[src/hw/rtl/cartesian_to_polar_converter_top_assert.svh]
// Assertion macros for the converter RTL, used by c2p_engine.
// Needs clk_i and rst_ni in the scope of each use.
`ifndef CARTESIAN_TO_POLAR_CONVERTER_TOP_ASSERT_SVH
`define CARTESIAN_TO_POLAR_CONVERTER_TOP_ASSERT_SVH

`define C2P_ASSERT_NOW(name, ante, cons, msg) \
  name: assert property (@(posedge clk_i) disable iff (!rst_ni) (ante) |-> (cons)) \
    else $error(msg);

`define C2P_ASSERT_NEXT(name, ante, cons, msg) \
  name: assert property (@(posedge clk_i) disable iff (!rst_ni) (ante) |=> (cons)) \
    else $error(msg);

`endif

[src/hw/rtl/c2p_pkg.sv]
// Shared types, widths and the CORDIC angle table of the converter.
// No dependencies.
package c2p_pkg;

  localparam int SampleW    = 16;
  localparam int SqW        = 2 * SampleW;
  localparam int Guard      = 61 - SampleW - 2;
  localparam int CordicW    = 62;
  localparam int AngleW     = 32;
  localparam int CordicSteps = 31;
  localparam int StepW      = $clog2(CordicSteps);
  localparam int SqrtSteps  = SampleW;
  localparam int PhaseDrop  = AngleW - SampleW;

  typedef struct packed {
    logic signed [SampleW-1:0] re;
    logic signed [SampleW-1:0] im;
  } pair_t;

  typedef struct packed {
    logic        [SampleW-1:0] magnitude;
    logic signed [SampleW-1:0] phase;
  } result_t;

  function automatic logic [AngleW-1:0] atan_angle(input logic [StepW-1:0] idx);
    logic [AngleW-1:0] a;
    case (idx)
      5'd0:  a = 32'h2000_0000;
      5'd1:  a = 32'h12E4_051E;
      5'd2:  a = 32'h09FB_385B;
      5'd3:  a = 32'h0511_11D4;
      5'd4:  a = 32'h028B_0D43;
      5'd5:  a = 32'h0145_D7E1;
      5'd6:  a = 32'h00A2_F61E;
      5'd7:  a = 32'h0051_7C55;
      5'd8:  a = 32'h0028_BE53;
      5'd9:  a = 32'h0014_5F2F;
      5'd10: a = 32'h000A_2F98;
      5'd11: a = 32'h0005_17CC;
      5'd12: a = 32'h0002_8BE6;
      5'd13: a = 32'h0001_45F3;
      5'd14: a = 32'h0000_A2FA;
      5'd15: a = 32'h0000_517D;
      5'd16: a = 32'h0000_28BE;
      5'd17: a = 32'h0000_145F;
      5'd18: a = 32'h0000_0A30;
      5'd19: a = 32'h0000_0518;
      5'd20: a = 32'h0000_028C;
      5'd21: a = 32'h0000_0146;
      5'd22: a = 32'h0000_00A3;
      5'd23: a = 32'h0000_0051;
      5'd24: a = 32'h0000_0029;
      5'd25: a = 32'h0000_0014;
      5'd26: a = 32'h0000_000A;
      5'd27: a = 32'h0000_0005;
      5'd28: a = 32'h0000_0003;
      5'd29: a = 32'h0000_0001;
      5'd30: a = 32'h0000_0001;
      default: a = '0;
    endcase
    return a;
  endfunction

endpackage

[src/hw/rtl/cartesian_to_polar_converter_top.sv]
// Cartesian-to-polar converter: front pairing stage, CORDIC/sqrt engine and
// result queue. Depends on c2p_pkg, c2p_front, c2p_engine, c2p_result_q.
//
// Usage:
//   Input side is a queue write port: a component transfers when push is
//   high and full is low. port_i = 0 loads the real part, 1 the imaginary
//   part. Every second transfer, whatever its port, closes a pair.
//   Result side is a queue read port: while empty is low, magnitude_o and
//   phase_o show the oldest result; it transfers when pop is high.
//   The shared engine takes one pair at a time and accepts no new pair
//   until the last result is handed off: it loads the pair, forms the
//   sum of squares, runs 31 CORDIC steps with the 16 square-root steps
//   running alongside, then hands the result off.
//   Components transfer every cycle until two pairs wait for the engine and the first component of a third is held.
//   Reset clears the held components, the pair counter and both queues.
//   A stalled receiver fills the two-entry result queue, then holds the
//   engine, then the pair queue, and finally raises full.
module cartesian_to_polar_converter_top (
  input  logic                               clk_i,
  input  logic                               rst_ni,
  input  logic                               push,
  output logic                               full,
  input  logic                               port_i,
  input  logic signed [c2p_pkg::SampleW-1:0] sample_value_i,
  output logic                               empty,
  input  logic                               pop,
  output logic        [c2p_pkg::SampleW-1:0] magnitude_o,
  output logic signed [c2p_pkg::SampleW-1:0] phase_o
);
  import c2p_pkg::*;

  logic    pair_valid, pair_ready, res_valid, res_ready;
  pair_t   pair;
  result_t res_eng, res_out;

  c2p_front u_front (
    .clk_i          (clk_i),
    .rst_ni         (rst_ni),
    .push           (push),
    .full           (full),
    .port_i         (port_i),
    .sample_value_i (sample_value_i),
    .pair_valid_o   (pair_valid),
    .pair_o         (pair),
    .pair_ready_i   (pair_ready)
  );

  c2p_engine u_engine (
    .clk_i        (clk_i),
    .rst_ni       (rst_ni),
    .pair_valid_i (pair_valid),
    .pair_i       (pair),
    .pair_ready_o (pair_ready),
    .res_valid_o  (res_valid),
    .res_o        (res_eng),
    .res_ready_i  (res_ready)
  );

  c2p_result_q u_result_q (
    .clk_i       (clk_i),
    .rst_ni      (rst_ni),
    .res_valid_i (res_valid),
    .res_i       (res_eng),
    .res_ready_o (res_ready),
    .empty       (empty),
    .pop         (pop),
    .res_o       (res_out)
  );

  assign magnitude_o = res_out.magnitude;
  assign phase_o     = res_out.phase;

endmodule

[src/hw/rtl/c2p_front.sv]
// Front end: accepts components, pairs them and queues pairs for the engine.
// Depends on c2p_pkg.
module c2p_front (
  input  logic                        clk_i,
  input  logic                        rst_ni,
  input  logic                        push,
  output logic                        full,
  input  logic                        port_i,
  input  logic signed [c2p_pkg::SampleW-1:0] sample_value_i,
  output logic                        pair_valid_o,
  output c2p_pkg::pair_t              pair_o,
  input  logic                        pair_ready_i
);
  import c2p_pkg::*;

  logic signed [SampleW-1:0] real_q, real_d;
  logic signed [SampleW-1:0] imag_q, imag_d;
  logic                      cnt_q, cnt_d;
  pair_t                     entry_q [2];
  logic                      wr_ptr_q, rd_ptr_q;
  logic [1:0]                fill_q, fill_d;
  logic                      accept, enq, deq;
  pair_t                     new_pair;

  assign full   = cnt_q & (fill_q == 2'd2);
  assign accept = push & ~full;

  always_comb begin
    real_d = real_q;
    imag_d = imag_q;
    cnt_d  = cnt_q;
    if (accept) begin
      if (!port_i) begin
        real_d = sample_value_i;
      end else begin
        imag_d = sample_value_i;
      end
      cnt_d = ~cnt_q;
    end
  end

  assign new_pair.re = real_d;
  assign new_pair.im = imag_d;
  assign enq         = accept & cnt_q;
  assign deq         = pair_valid_o & pair_ready_i;

  always_comb begin
    fill_d = fill_q;
    if (enq && !deq) begin
      fill_d = fill_q + 2'd1;
    end else if (!enq && deq) begin
      fill_d = fill_q - 2'd1;
    end
  end

  assign pair_valid_o = (fill_q != 2'd0);
  assign pair_o       = entry_q[rd_ptr_q];

  always_ff @(posedge clk_i or negedge rst_ni) begin
    if (!rst_ni) begin
      real_q   <= '0;
      imag_q   <= '0;
      cnt_q    <= 1'b0;
      wr_ptr_q <= 1'b0;
      rd_ptr_q <= 1'b0;
      fill_q   <= '0;
    end else begin
      real_q <= real_d;
      imag_q <= imag_d;
      cnt_q  <= cnt_d;
      fill_q <= fill_d;
      if (enq) begin
        wr_ptr_q <= ~wr_ptr_q;
      end
      if (deq) begin
        rd_ptr_q <= ~rd_ptr_q;
      end
    end
  end

  always_ff @(posedge clk_i) begin
    if (enq) begin
      entry_q[wr_ptr_q] <= new_pair;
    end
  end

endmodule

[src/hw/rtl/c2p_engine.sv]
// Back end: iterative CORDIC vectoring for the phase and a digit-by-digit
// square root for the magnitude. Depends on c2p_pkg and the assertion header.
`include "cartesian_to_polar_converter_top_assert.svh"

module c2p_engine (
  input  logic              clk_i,
  input  logic              rst_ni,
  input  logic              pair_valid_i,
  input  c2p_pkg::pair_t    pair_i,
  output logic              pair_ready_o,
  output logic              res_valid_o,
  output c2p_pkg::result_t  res_o,
  input  logic              res_ready_i
);
  import c2p_pkg::*;

  localparam logic [1:0] StIdle = 2'd0;
  localparam logic [1:0] StSq   = 2'd1;
  localparam logic [1:0] StRun  = 2'd2;
  localparam logic [1:0] StDone = 2'd3;
  localparam logic [StepW-1:0] LastStep = StepW'(CordicSteps - 1);
  localparam logic [SqW-1:0]   SqBitTop = SqW'(1) << (SqW - 2);
  localparam logic [AngleW-1:0] PhaseHalf = AngleW'(1) << (PhaseDrop - 1);

  logic [1:0]                state_q, state_d;
  logic [StepW-1:0]          cnt_q, cnt_d;
  logic signed [CordicW-1:0] x_q, x_d, y_q, y_d;
  logic [AngleW-1:0]         z_q, z_d;
  logic [SqW-1:0]            rem_q, rem_d, root_q, root_d;
  logic signed [SampleW-1:0] im_q, im_d;
  logic                      zero_q, zero_d;

  logic signed [SampleW:0]   re_ext, im_ext, abs_re, y0;
  logic signed [SqW-1:0]     re_sq, im_sq;
  logic signed [CordicW-1:0] xs, ys;
  logic [AngleW-1:0]         step_angle, z_round;
  logic [SqW-1:0]            sqrt_bit;
  logic [SqW:0]              trial;

  assign re_ext = {pair_i.re[SampleW-1], pair_i.re};
  assign im_ext = {pair_i.im[SampleW-1], pair_i.im};
  assign abs_re = pair_i.re[SampleW-1] ? -re_ext : re_ext;
  assign y0     = pair_i.re[SampleW-1] ? -im_ext : im_ext;
  assign re_sq  = pair_i.re * pair_i.re;
  assign im_sq  = im_q * im_q;

  assign xs         = x_q >>> cnt_q;
  assign ys         = y_q >>> cnt_q;
  assign step_angle = atan_angle(cnt_q);
  assign sqrt_bit   = SqBitTop >> {cnt_q, 1'b0};
  assign trial      = {1'b0, root_q} + {1'b0, sqrt_bit};

  always_comb begin
    state_d = state_q;
    cnt_d   = cnt_q;
    x_d     = x_q;
    y_d     = y_q;
    z_d     = z_q;
    rem_d   = rem_q;
    root_d  = root_q;
    im_d    = im_q;
    zero_d  = zero_q;
    case (state_q)
      StIdle: begin
        if (pair_valid_i) begin
          x_d     = {{(CordicW-SampleW-1){1'b0}}, abs_re} << Guard;
          y_d     = {{(CordicW-SampleW-1){y0[SampleW]}}, y0} <<< Guard;
          z_d     = {pair_i.re[SampleW-1], {(AngleW-1){1'b0}}};
          rem_d   = re_sq;
          root_d  = '0;
          im_d    = pair_i.im;
          zero_d  = (pair_i.re == '0) && (pair_i.im == '0);
          cnt_d   = '0;
          state_d = StSq;
        end
      end
      StSq: begin
        rem_d   = rem_q + im_sq;
        state_d = StRun;
      end
      StRun: begin
        if (y_q > 0) begin
          x_d = x_q + ys;
          y_d = y_q - xs;
          z_d = z_q + step_angle;
        end else begin
          x_d = x_q - ys;
          y_d = y_q + xs;
          z_d = z_q - step_angle;
        end
        if (cnt_q < StepW'(SqrtSteps)) begin
          if ({1'b0, rem_q} >= trial) begin
            rem_d  = rem_q - trial[SqW-1:0];
            root_d = (root_q >> 1) + sqrt_bit;
          end else begin
            root_d = root_q >> 1;
          end
        end
        cnt_d = cnt_q + StepW'(1);
        if (cnt_q == LastStep) begin
          state_d = StDone;
        end
      end
      StDone: begin
        if (res_ready_i) begin
          state_d = StIdle;
        end
      end
      default: state_d = StIdle;
    endcase
  end

  assign pair_ready_o  = (state_q == StIdle);
  assign res_valid_o   = (state_q == StDone);
  assign z_round       = z_q + PhaseHalf;
  assign res_o.magnitude = SampleW'(root_q + SqW'(rem_q > root_q));
  assign res_o.phase     = zero_q ? '0 : z_round[AngleW-1 -: SampleW];

  always_ff @(posedge clk_i or negedge rst_ni) begin
    if (!rst_ni) begin
      state_q <= StIdle;
      cnt_q   <= '0;
    end else begin
      state_q <= state_d;
      cnt_q   <= cnt_d;
    end
  end

  always_ff @(posedge clk_i) begin
    x_q    <= x_d;
    y_q    <= y_d;
    z_q    <= z_d;
    rem_q  <= rem_d;
    root_q <= root_d;
    im_q   <= im_d;
    zero_q <= zero_d;
  end

  `C2P_ASSERT_NEXT(a_load_to_sq, pair_valid_i && pair_ready_o, state_q == StSq, "load must square")
  `C2P_ASSERT_NEXT(a_run_ends, (state_q == StRun) && (cnt_q == LastStep), state_q == StDone, "run overran")
  `C2P_ASSERT_NOW(a_sqrt_rem, state_q == StDone, {1'b0, rem_q} <= {root_q, 1'b0}, "sqrt remainder too large")
  `C2P_ASSERT_NOW(a_x_positive, (state_q == StDone) && !zero_q, x_q > 0, "cordic x went negative")

endmodule

[src/hw/rtl/c2p_result_q.sv]
// Two-entry result queue that presents results to the receiver.
// Depends on c2p_pkg.
module c2p_result_q (
  input  logic              clk_i,
  input  logic              rst_ni,
  input  logic              res_valid_i,
  input  c2p_pkg::result_t  res_i,
  output logic              res_ready_o,
  output logic              empty,
  input  logic              pop,
  output c2p_pkg::result_t  res_o
);
  import c2p_pkg::*;

  result_t    entry_q [2];
  logic       wr_ptr_q, rd_ptr_q;
  logic [1:0] fill_q, fill_d;
  logic       enq, deq;

  assign res_ready_o = (fill_q != 2'd2);
  assign empty       = (fill_q == 2'd0);
  assign enq         = res_valid_i & res_ready_o;
  assign deq         = pop & ~empty;
  assign res_o       = entry_q[rd_ptr_q];

  always_comb begin
    fill_d = fill_q;
    if (enq && !deq) begin
      fill_d = fill_q + 2'd1;
    end else if (!enq && deq) begin
      fill_d = fill_q - 2'd1;
    end
  end

  always_ff @(posedge clk_i or negedge rst_ni) begin
    if (!rst_ni) begin
      wr_ptr_q <= 1'b0;
      rd_ptr_q <= 1'b0;
      fill_q   <= '0;
    end else begin
      fill_q <= fill_d;
      if (enq) begin
        wr_ptr_q <= ~wr_ptr_q;
      end
      if (deq) begin
        rd_ptr_q <= ~rd_ptr_q;
      end
    end
  end

  always_ff @(posedge clk_i) begin
    if (enq) begin
      entry_q[wr_ptr_q] <= res_i;
    end
  end

endmodule

[config.mk]
export PLATFORM = sky130hd
export DESIGN_NAME = cartesian_to_polar_converter_top
export DESIGN_NICKNAME = d
export VERILOG_FILES = /design/src/hw/rtl/c2p_pkg.sv /design/src/hw/rtl/cartesian_to_polar_converter_top.sv /design/src/hw/rtl/c2p_front.sv /design/src/hw/rtl/c2p_engine.sv /design/src/hw/rtl/c2p_result_q.sv
export VERILOG_INCLUDE_DIRS = /design/src /design/src/hw/rtl
export SDC_FILE = /design/constraint.sdc
export NUM_CORES = 2
export LEC_CHECK = 0
export BUFFER_PORTS_ARGS = -buffer_cell sky130_fd_sc_hd__buf_4
export CORE_ASPECT_RATIO = 1.5
export CORE_MARGIN = 1.5
export CORE_UTILIZATION = 45
export CTS_CLUSTER_DIAMETER = 80
export DETAILED_ROUTE_END_ITERATION = 7
export HOLD_SLACK_MARGIN = 0.15
export SKIP_LAST_GASP = 1
export SLEW_MARGIN = 10
export SYNTH_ARGS = -nofsm -noshare
export SYNTH_HDL_FRONTEND = slang
export SYNTH_HIERARCHICAL = 1
export SYNTH_SLANG_ARGS = --single-unit
[constraint.sdc]
create_clock -name clk_i -period 10.6 [get_ports clk_i]
set_clock_uncertainty 0.2 [all_clocks]
set_input_delay 0.53 -clock clk_i [delete_from_list [all_inputs] [get_ports clk_i]]
set_output_delay 0.53 -clock clk_i [all_outputs]
set_load 0.005 [all_outputs]
======== Word-level counts from Yosys, hierarchy flattened ========
Memory sizes are Yosys's and may differ from the RTL's.
Cells that the tools add are included.
operators by class
  multipliers ............................. 2
  div/mod/pow operators ................... 0
  bitwise operators ....................... 13
  $lt $le $gt $ge ......................... 4
  add/subtract/negate cells ............... 19
  shifts and indexed selects .............. 3
  equal/unequal tests ..................... 11
  multiplexer cells ....................... 38
  reductions and logical operators ........ 23
operators by type and width
  kind                                                                    count
  32-bit 2-to-1 mux                                                       8
  62-bit 2-to-1 mux                                                       4
  62-bit case mux with 2 select lines                                     2
  32-bit case mux with 2 select lines                                     2
  62-bit adder                                                            2
  62-bit by 5-bit >>> shifter with 62-bit output                          2
  62-bit subtractor                                                       2
  32-bit case mux with 3 select lines                                     1
  16-bit 2-to-1 mux                                                       5
  32-bit adder                                                            2
  16-bit by 16-bit multiplier with 32-bit output                          2
  32-bit subtractor                                                       2
  62-bit by 1-bit > comparator with 1-bit output (second input constant)  1
  17-bit 2-to-1 mux                                                       2
  16-bit negation with 17-bit output                                      2
  32-bit by 32-bit adder with 33-bit output                               1
  32-bit by 33-bit greater-or-equal comparator with 1-bit output          1
  31-bit by 32-bit adder with 32-bit output                               1
  32-bit by 16-bit adder with 32-bit output (second input constant)       1
  32-bit > comparator                                                     1
  16-bit zero test                                                        2
  31-bit by 6-bit right shift with 32-bit output (first input constant)   1
  16-bit by 1-bit adder with 16-bit output                                1
  2-bit 2-to-1 mux                                                        7
  23 further kinds                                                        58
word-level totals
  memories kept ........................... 3
  register bits ........................... 285
  word-level logic and storage cells ...... 134
  latch bits .............................. 0
  input bits .............................. 21
  RAM bits ................................ 128
  memory bits (read-only) ................. 960
memory list
  name                words  width  read ports  clocked after memory_dff  wr ports  line                text
  (name not given)    32     30     1           0                         0         c2p_pkg.sv:27       case (idx)
  u_front.entry_q     2      32     1           0                         1         c2p_front.sv:19     pair_t entry_q [2];
  u_result_q.entry_q  2      32     1           0                         1         c2p_result_q.sv:15  result_t entry_q [2];

======== Longest topological paths before layout ========
  depth after elaboration ................. 9
  gate-level depth with buffers ........... 34
  depth with buffers taken out ............ 27

======== Hierarchy ========
The synthesis kept the hierarchy.
by module, submodules not included
  module        cells each  area an instance (um2)  instances  sequential area each (um2)
  c2p_engine    6586        56725.7                 1          7292.0
  c2p_front     192         3818.7                  1          2847.7
  c2p_result_q  118         2660.1                  1          2021.9

======== Worst setup path after synthesis ========
Ideal clock, no wire load.
  kind .................................... flip-flop to flip-flop
  start point ............................. register u_engine.cnt_q[0]
  end point ............................... register u_engine.rem_q[0] (enable)
  arrival time ............................ 9337 ps
  library setup time ...................... 470 ps
  setup slack ............................. 593 ps
  data required time ...................... 9930 ps
  period minus slack after synthesis ...... 10007 ps
  cell stages (with the launch flop) ...... 34
  path through ............................ dfrtp_1 -> buf_6 -> buf_12 -> buf_12 -> buf_12 -> clkinv_1 -> buf_2 -> clkbuf_1 -> ha_1 -> clkbuf_1 -> nand2_1 -> nor2_1 -> ha_1 -> a31oi_1 -> o21bai_1 -> a31o_2 -> a31oi_1 -> o21bai_1 -> a31oi_1 -> o21ai_0 -> xnor2_1 -> ha_1 -> and4_1 -> nand3_1 -> a21oi_1 -> o21ai_0 -> a311oi_1 -> a221oi_1 -> o21ai_0 -> o21ai_1 -> a21oi_1 -> clkbuf_1 -> nand2_1 -> a211oi_1
on the way
  longest elaborated chain between the ends .. 5
RTL lines
  item                                                            line               text
  start, declared                                                 c2p_engine.sv:26   logic [StepW-1:0] cnt_q, cnt_d;
  start signal, assigned                                          c2p_engine.sv:125  cnt_q <= cnt_d;
  31-bit by 6-bit right shift with 32-bit output                  c2p_engine.sv:50   assign sqrt_bit = SqBitTop >> {cnt_q, 1'b0};
  32-bit by 32-bit adder with 33-bit output                       c2p_engine.sv:51   assign trial = {1'b0, root_q} + {1'b0, sqrt_bit};
  32-bit by 33-bit greater-or-equal comparator with 1-bit output  c2p_engine.sv:92   if ({1'b0, rem_q} >= trial) begin
  2-bit by 1-bit inequality test with 1-bit output (no line)      --
  4-bit AND reduction (no line) *                                 --
  end signal, assigned                                            c2p_engine.sv:133  rem_q <= rem_d;
  end, declared                                                   c2p_engine.sv:29   logic [SqW-1:0] rem_q, rem_d, root_q, root_d;
Mark *: on every way between the ends. The rest lies on a longest branch, timed or not.
A chain may end at the register's enable or synchronous reset.

======== Worst setup path after layout ========
  start point ............................. register u_engine.cnt_q[0]
  end point ............................... register u_engine.x_q[58], data pin
on the way
  longest elaborated chain between the ends .. 4
RTL lines
  item                                                      line                                text
  62-bit by 5-bit >>> shifter with 62-bit output *          c2p_engine.sv:48                    assign ys = y_q >>> cnt_q;
  62-bit subtractor / 62-bit adder (equally long branches)  c2p_engine.sv:87, c2p_engine.sv:83
  62-bit 2-to-1 mux *                                       c2p_engine.sv:82                    if (y_q > 0) begin
  62-bit case mux with 2 select lines *                     c2p_engine.sv:63                    case (state_q)
  named net u_engine.x_d[58]                                c2p_engine.sv:27                    logic signed [CordicW-1:0] x_q, x_d, y_q, y_d;
  end signal, assigned                                      c2p_engine.sv:130                   x_q <= x_d;
  end, declared                                             c2p_engine.sv:27
The timed path passes the listed nets; every way through them passes the cells marked *.

==> flow_summary.yaml <==
clocking:
  tritoncts: "yes"
  cts.sinks: 413
  htree_num_levels: 2
  buffers_inserted_during_post_cts_setup_optimization: 0
  cts_made_buffers: 50
  worst_skew_pair.late_latency_ns: 0.68
  clk_root_buffer_cell: "clkbuf_16"
  clk_pin_slew_ns: 0.07
  clock_tree.buffer_depth: 3
final_layout:
  layout-drive-gt1-share: 0.09218
  number_of_nets_in_the_layout: 7775
  syn_to_final_growth_pct: 5.648
  finish.utilization: 0.4784
  fill_cells: 13470
global_route:
  grt_pass1_wl_um: 328200
  antenna_found_initial: 6
  groute.layer.met3.usage: 0.03811
  grt_use_met1: 0.3334
  grt_use_met2: 0.5389
  first_global_vias: 53830
  grt_remaining_overflow: 0
  largest_net_degree_at_the_start_of_global_routing: 163
  global_route.usage.total: 0.3051
  grt-busiest-layer: "met2"
timing:
  finalSetupTns_ns: 0
  tightestPinTransition_ns: 1.294
  slew_headroom: 0.1151
  hold_ws_ns: 0.2987
  slew_viol_final: 0
  hold_viol_final: 0
  rsz0062_at_grt: "false"
  clock.fmax_ghz: 0.1089
  final_period_minus_worst_setup_slack_ns: 9.185
  setup_violations: 0
  final_min_period_over_clock_period: 0.8665
die:
  coreArea_um2: 139600
  die_area_um2: 142800
  std_cell_rows: 168
  die_x_um: 309
  io-pin-count: 55
  die_height_um: 462
  start_util: 0.4528
setup_path:
  worstPathArrival_ns: 9.39
  startpoint_of_the_worst_slack_reg_to_reg_timing_path: "u_engine/cnt_q[0]"
  crit_type: "reg -> reg"
  crit-reg2reg-capture: "u_engine/x_q[58]"
  register_to_register_setup_slack_ns: 1.42
  rr_worst_depth: 25
  element_type_at_the_critical_path_end: "flop"
  crit_path_max_fo: 36
  category_of_the_worst_setup_path_launch_point: "flop"
  cp_data_required_time_ns: 10.80
logic_synthesis:
  synth-xor-area-share: 0.06887
  yosysWarningCount: 6
  synth-edff-count: 365
  muxShareOfSynthArea: 0.1164
  synth_top_family_by_area: "adder cells"
  synth_fa_ha_area_frac: 0.2551
  postSynthAreaPerCell_um2: 9.165
  yosys.area_share.simple: 0.1412
  synth.yosys.seq_area_share: 0.1924
  mappedNetlistNets: 7900
  synth_cell_type_count: 116
  total_standard_cell_area_after_synthesis_um2: 63200
  synth_compound_area_frac: 0.1493
  postSynthRegisterBits: 413
  cell_count_after_synthesis: 6896
  ys_dominant_reg_cell: "edfxtp_1"
  synth-async-reset-ratio: 0.1162
route:
  drt_first_iter_violations: 4318
  via_per_inst: 6.045
  detailedRoute.firstPassIterationCount: 8
  num_vias: 52510
  drt-wirelength-per-cell_um: 25.20
  ant_nets: 0
  remaining_drc_errors: 0
  route.final.wire_length_um: 218900
place:
  finalWeightedCongestion: 1.049
  dp_hpwl_um: 169300
  placement.io_buffers: 54
flow_run:
  max_cap_viol_count: 0
worst_hold_path:
  hold_class: "in -> async"
run_status:
  status: "finished clean"
## state kept, by name (all words and copies together) (netlist names), 2 cells and up
signal,flops
u_engine/cnt_q,5
u_engine/x_q,62
u_result_q/fill_q,2
u_engine/z_q,32
u_result_q/entry_q,64
u_front/entry_q,64
u_engine/root_q,32
u_engine/y_q,62
u_front/imag_q,16
u_front/real_q,16
u_front/fill_q,2
u_engine/rem_q,32
u_engine/state_q,2
u_engine/im_q,16
## layer usage
layer | routed length [um] | vias to the layer above | share of wire
met4 | 19460 | 6 | 0.089
met2 | 109300 | 1921 | 0.50
li1 | - | 23910 | -
met3 | 11190 | 698 | 0.051
met5 | 40 | - | 0.00018
met1 | 78850 | 25970 | 0.36
## area by class of cell
cell class                 instances  area (um^2)  area share
multi-input combinational       5337        46270      0.6930
sequential                       413        12180      0.1824
inverter                         820         3093     0.04632
tap                             1870         2340     0.03504
clock buffer                      62         1316     0.01971
timing repair buffer             149         1229     0.01840
clock inverter                    32        335.3    0.005022
antenna                            3        7.507   0.0001124
## metrics by stage
| step | std cells | setup slack (ns) | area [um^2] |
|---|---|---|---|
| 2_1_floorplan | 6896 | 0.5927 | 63200 |
| 3_3_place_gp | 8570 | 1.668 | 64910 |
| 3_5_place_dp | 8570 | 1.661 | 64910 |
| 4_1_cts | 8683 | 1.637 | 66750 |
| 5_1_grt | 8684 | 1.054 | 66770 |
| 6_report | 8686 | 1.415 | 66770 |
## worst max-delay path by stage
stage / from / end / slack (ns) / cells past startpoint
after global placement: u_front/rd_ptr_q / u_engine/rem_q[24] / 1.67 / 23
final: u_engine/cnt_q[0] / u_engine/x_q[58] / 1.42 / 25
after detailed placement: u_front/rd_ptr_q / u_engine/rem_q[24] / 1.66 / 23
after floorplan: u_engine/cnt_q[0] / u_engine/rem_q[0] / 0.59 / 33
after CTS: u_front/rd_ptr_q / u_engine/rem_q[24] / 1.64 / 23
after global routing: u_engine/cnt_q[0] / u_engine/x_q[58] / 1.05 / 25
## synthesized netlist by cell type (all sizes together) (48+ instances only)
master / number / share of area
nor2: 567 / 0.034
nand4: 60 / 0.0059
dfrtp: 48 / 0.019
and3: 51 / 0.0051
a31oi: 81 / 0.0080
a21oi: 400 / 0.032
fa: 509 / 0.16
clkbuf: 206 / 0.013
a21o: 167 / 0.020
nand3: 104 / 0.0083
ha: 474 / 0.094
nor3: 96 / 0.0080
buf: 120 / 0.015
nand2: 597 / 0.035
and2: 118 / 0.012
o21ai: 319 / 0.025
a211oi: 58 / 0.0071
edfxtp: 365 / 0.17
mux2i: 171 / 0.027
mux2: 207 / 0.039
inv: 813 / 0.048
xnor2: 297 / 0.041
mux4: 134 / 0.050
nand2b: 63 / 0.0065
xor2: 200 / 0.028
## cell families (layout without fill, tap and decap cells)
logic type / Yosys count / in the layout
and+or+nand+nor: 1888 / 1888
AOI/OAI and AO/OA: 1457 / 1457
buffers and inverters: 1146 / 1063
adders and majority gates: 983 / 983
muxes: 512 / 512
xor gates and xnor gates: 497 / 497
DFF: 413 / 413
other: 0 / 3
## what timing repair did
item,in CTS,in global routing
resized for setup,0,0
hold buffers,19,0
endpoints found under the hold margin,147,0
## cell usage in the layout, fill, tap and decap left out, types with 19 or more instances in the layout
cell and count:
nor3_1 93, o21ai_0 309, inv_1 810, fa_1 509, nor2_1 561, mux2_4 40, o31ai_1 41, clkbuf_16 50
mux2i_1 167, xnor2_1 297, dfrtp_1 42, a221oi_1 28, mux2_2 167, nand4_1 60, nand2_1 596, o21bai_1 39
mux4_2 101, nand2b_1 60, a21oi_1 398, and3_1 50, o21a_1 41, a22oi_1 28, a211oi_1 54, and2_1 117
ha_1 472, mux4_1 32, buf_4 125, nand3_1 103, nor4_1 38, edfxtp_1 365, dlygate4sd3_1 19, xor2_1 200
o211ai_1 40, or2_2 24, nor2b_1 40, a31oi_1 81, a21o_1 167, or3_1 44
## critical path, stage by stage (launching register included)
cell and delay (ns):
dfrtp_4 0.76, buf_4 0.54, mux4_1 0.76, nand2_1 0.11, nand2_1 0.27, a22oi_1 0.79
o21ai_0 0.21, buf_4 0.23, nor4_1 0.75, buf_4 0.27, nand3b_1 0.12, nor2_1 0.21
nand4b_1 0.15, o31ai_1 0.30, xor2_1 0.15, ha_1 0.40, nand4_1 0.19, or3_1 0.41
o2111ai_1 0.23, a41oi_1 0.12, o21a_1 0.27, o31ai_1 0.48, a31oi_1 0.31, o221ai_1 0.27
mux2i_1 0.21, o311ai_0 0.13
Power is left out: the tool's default activity adds up to more than one toggle a clock period on the data nets, which glitch-free logic cannot reach.
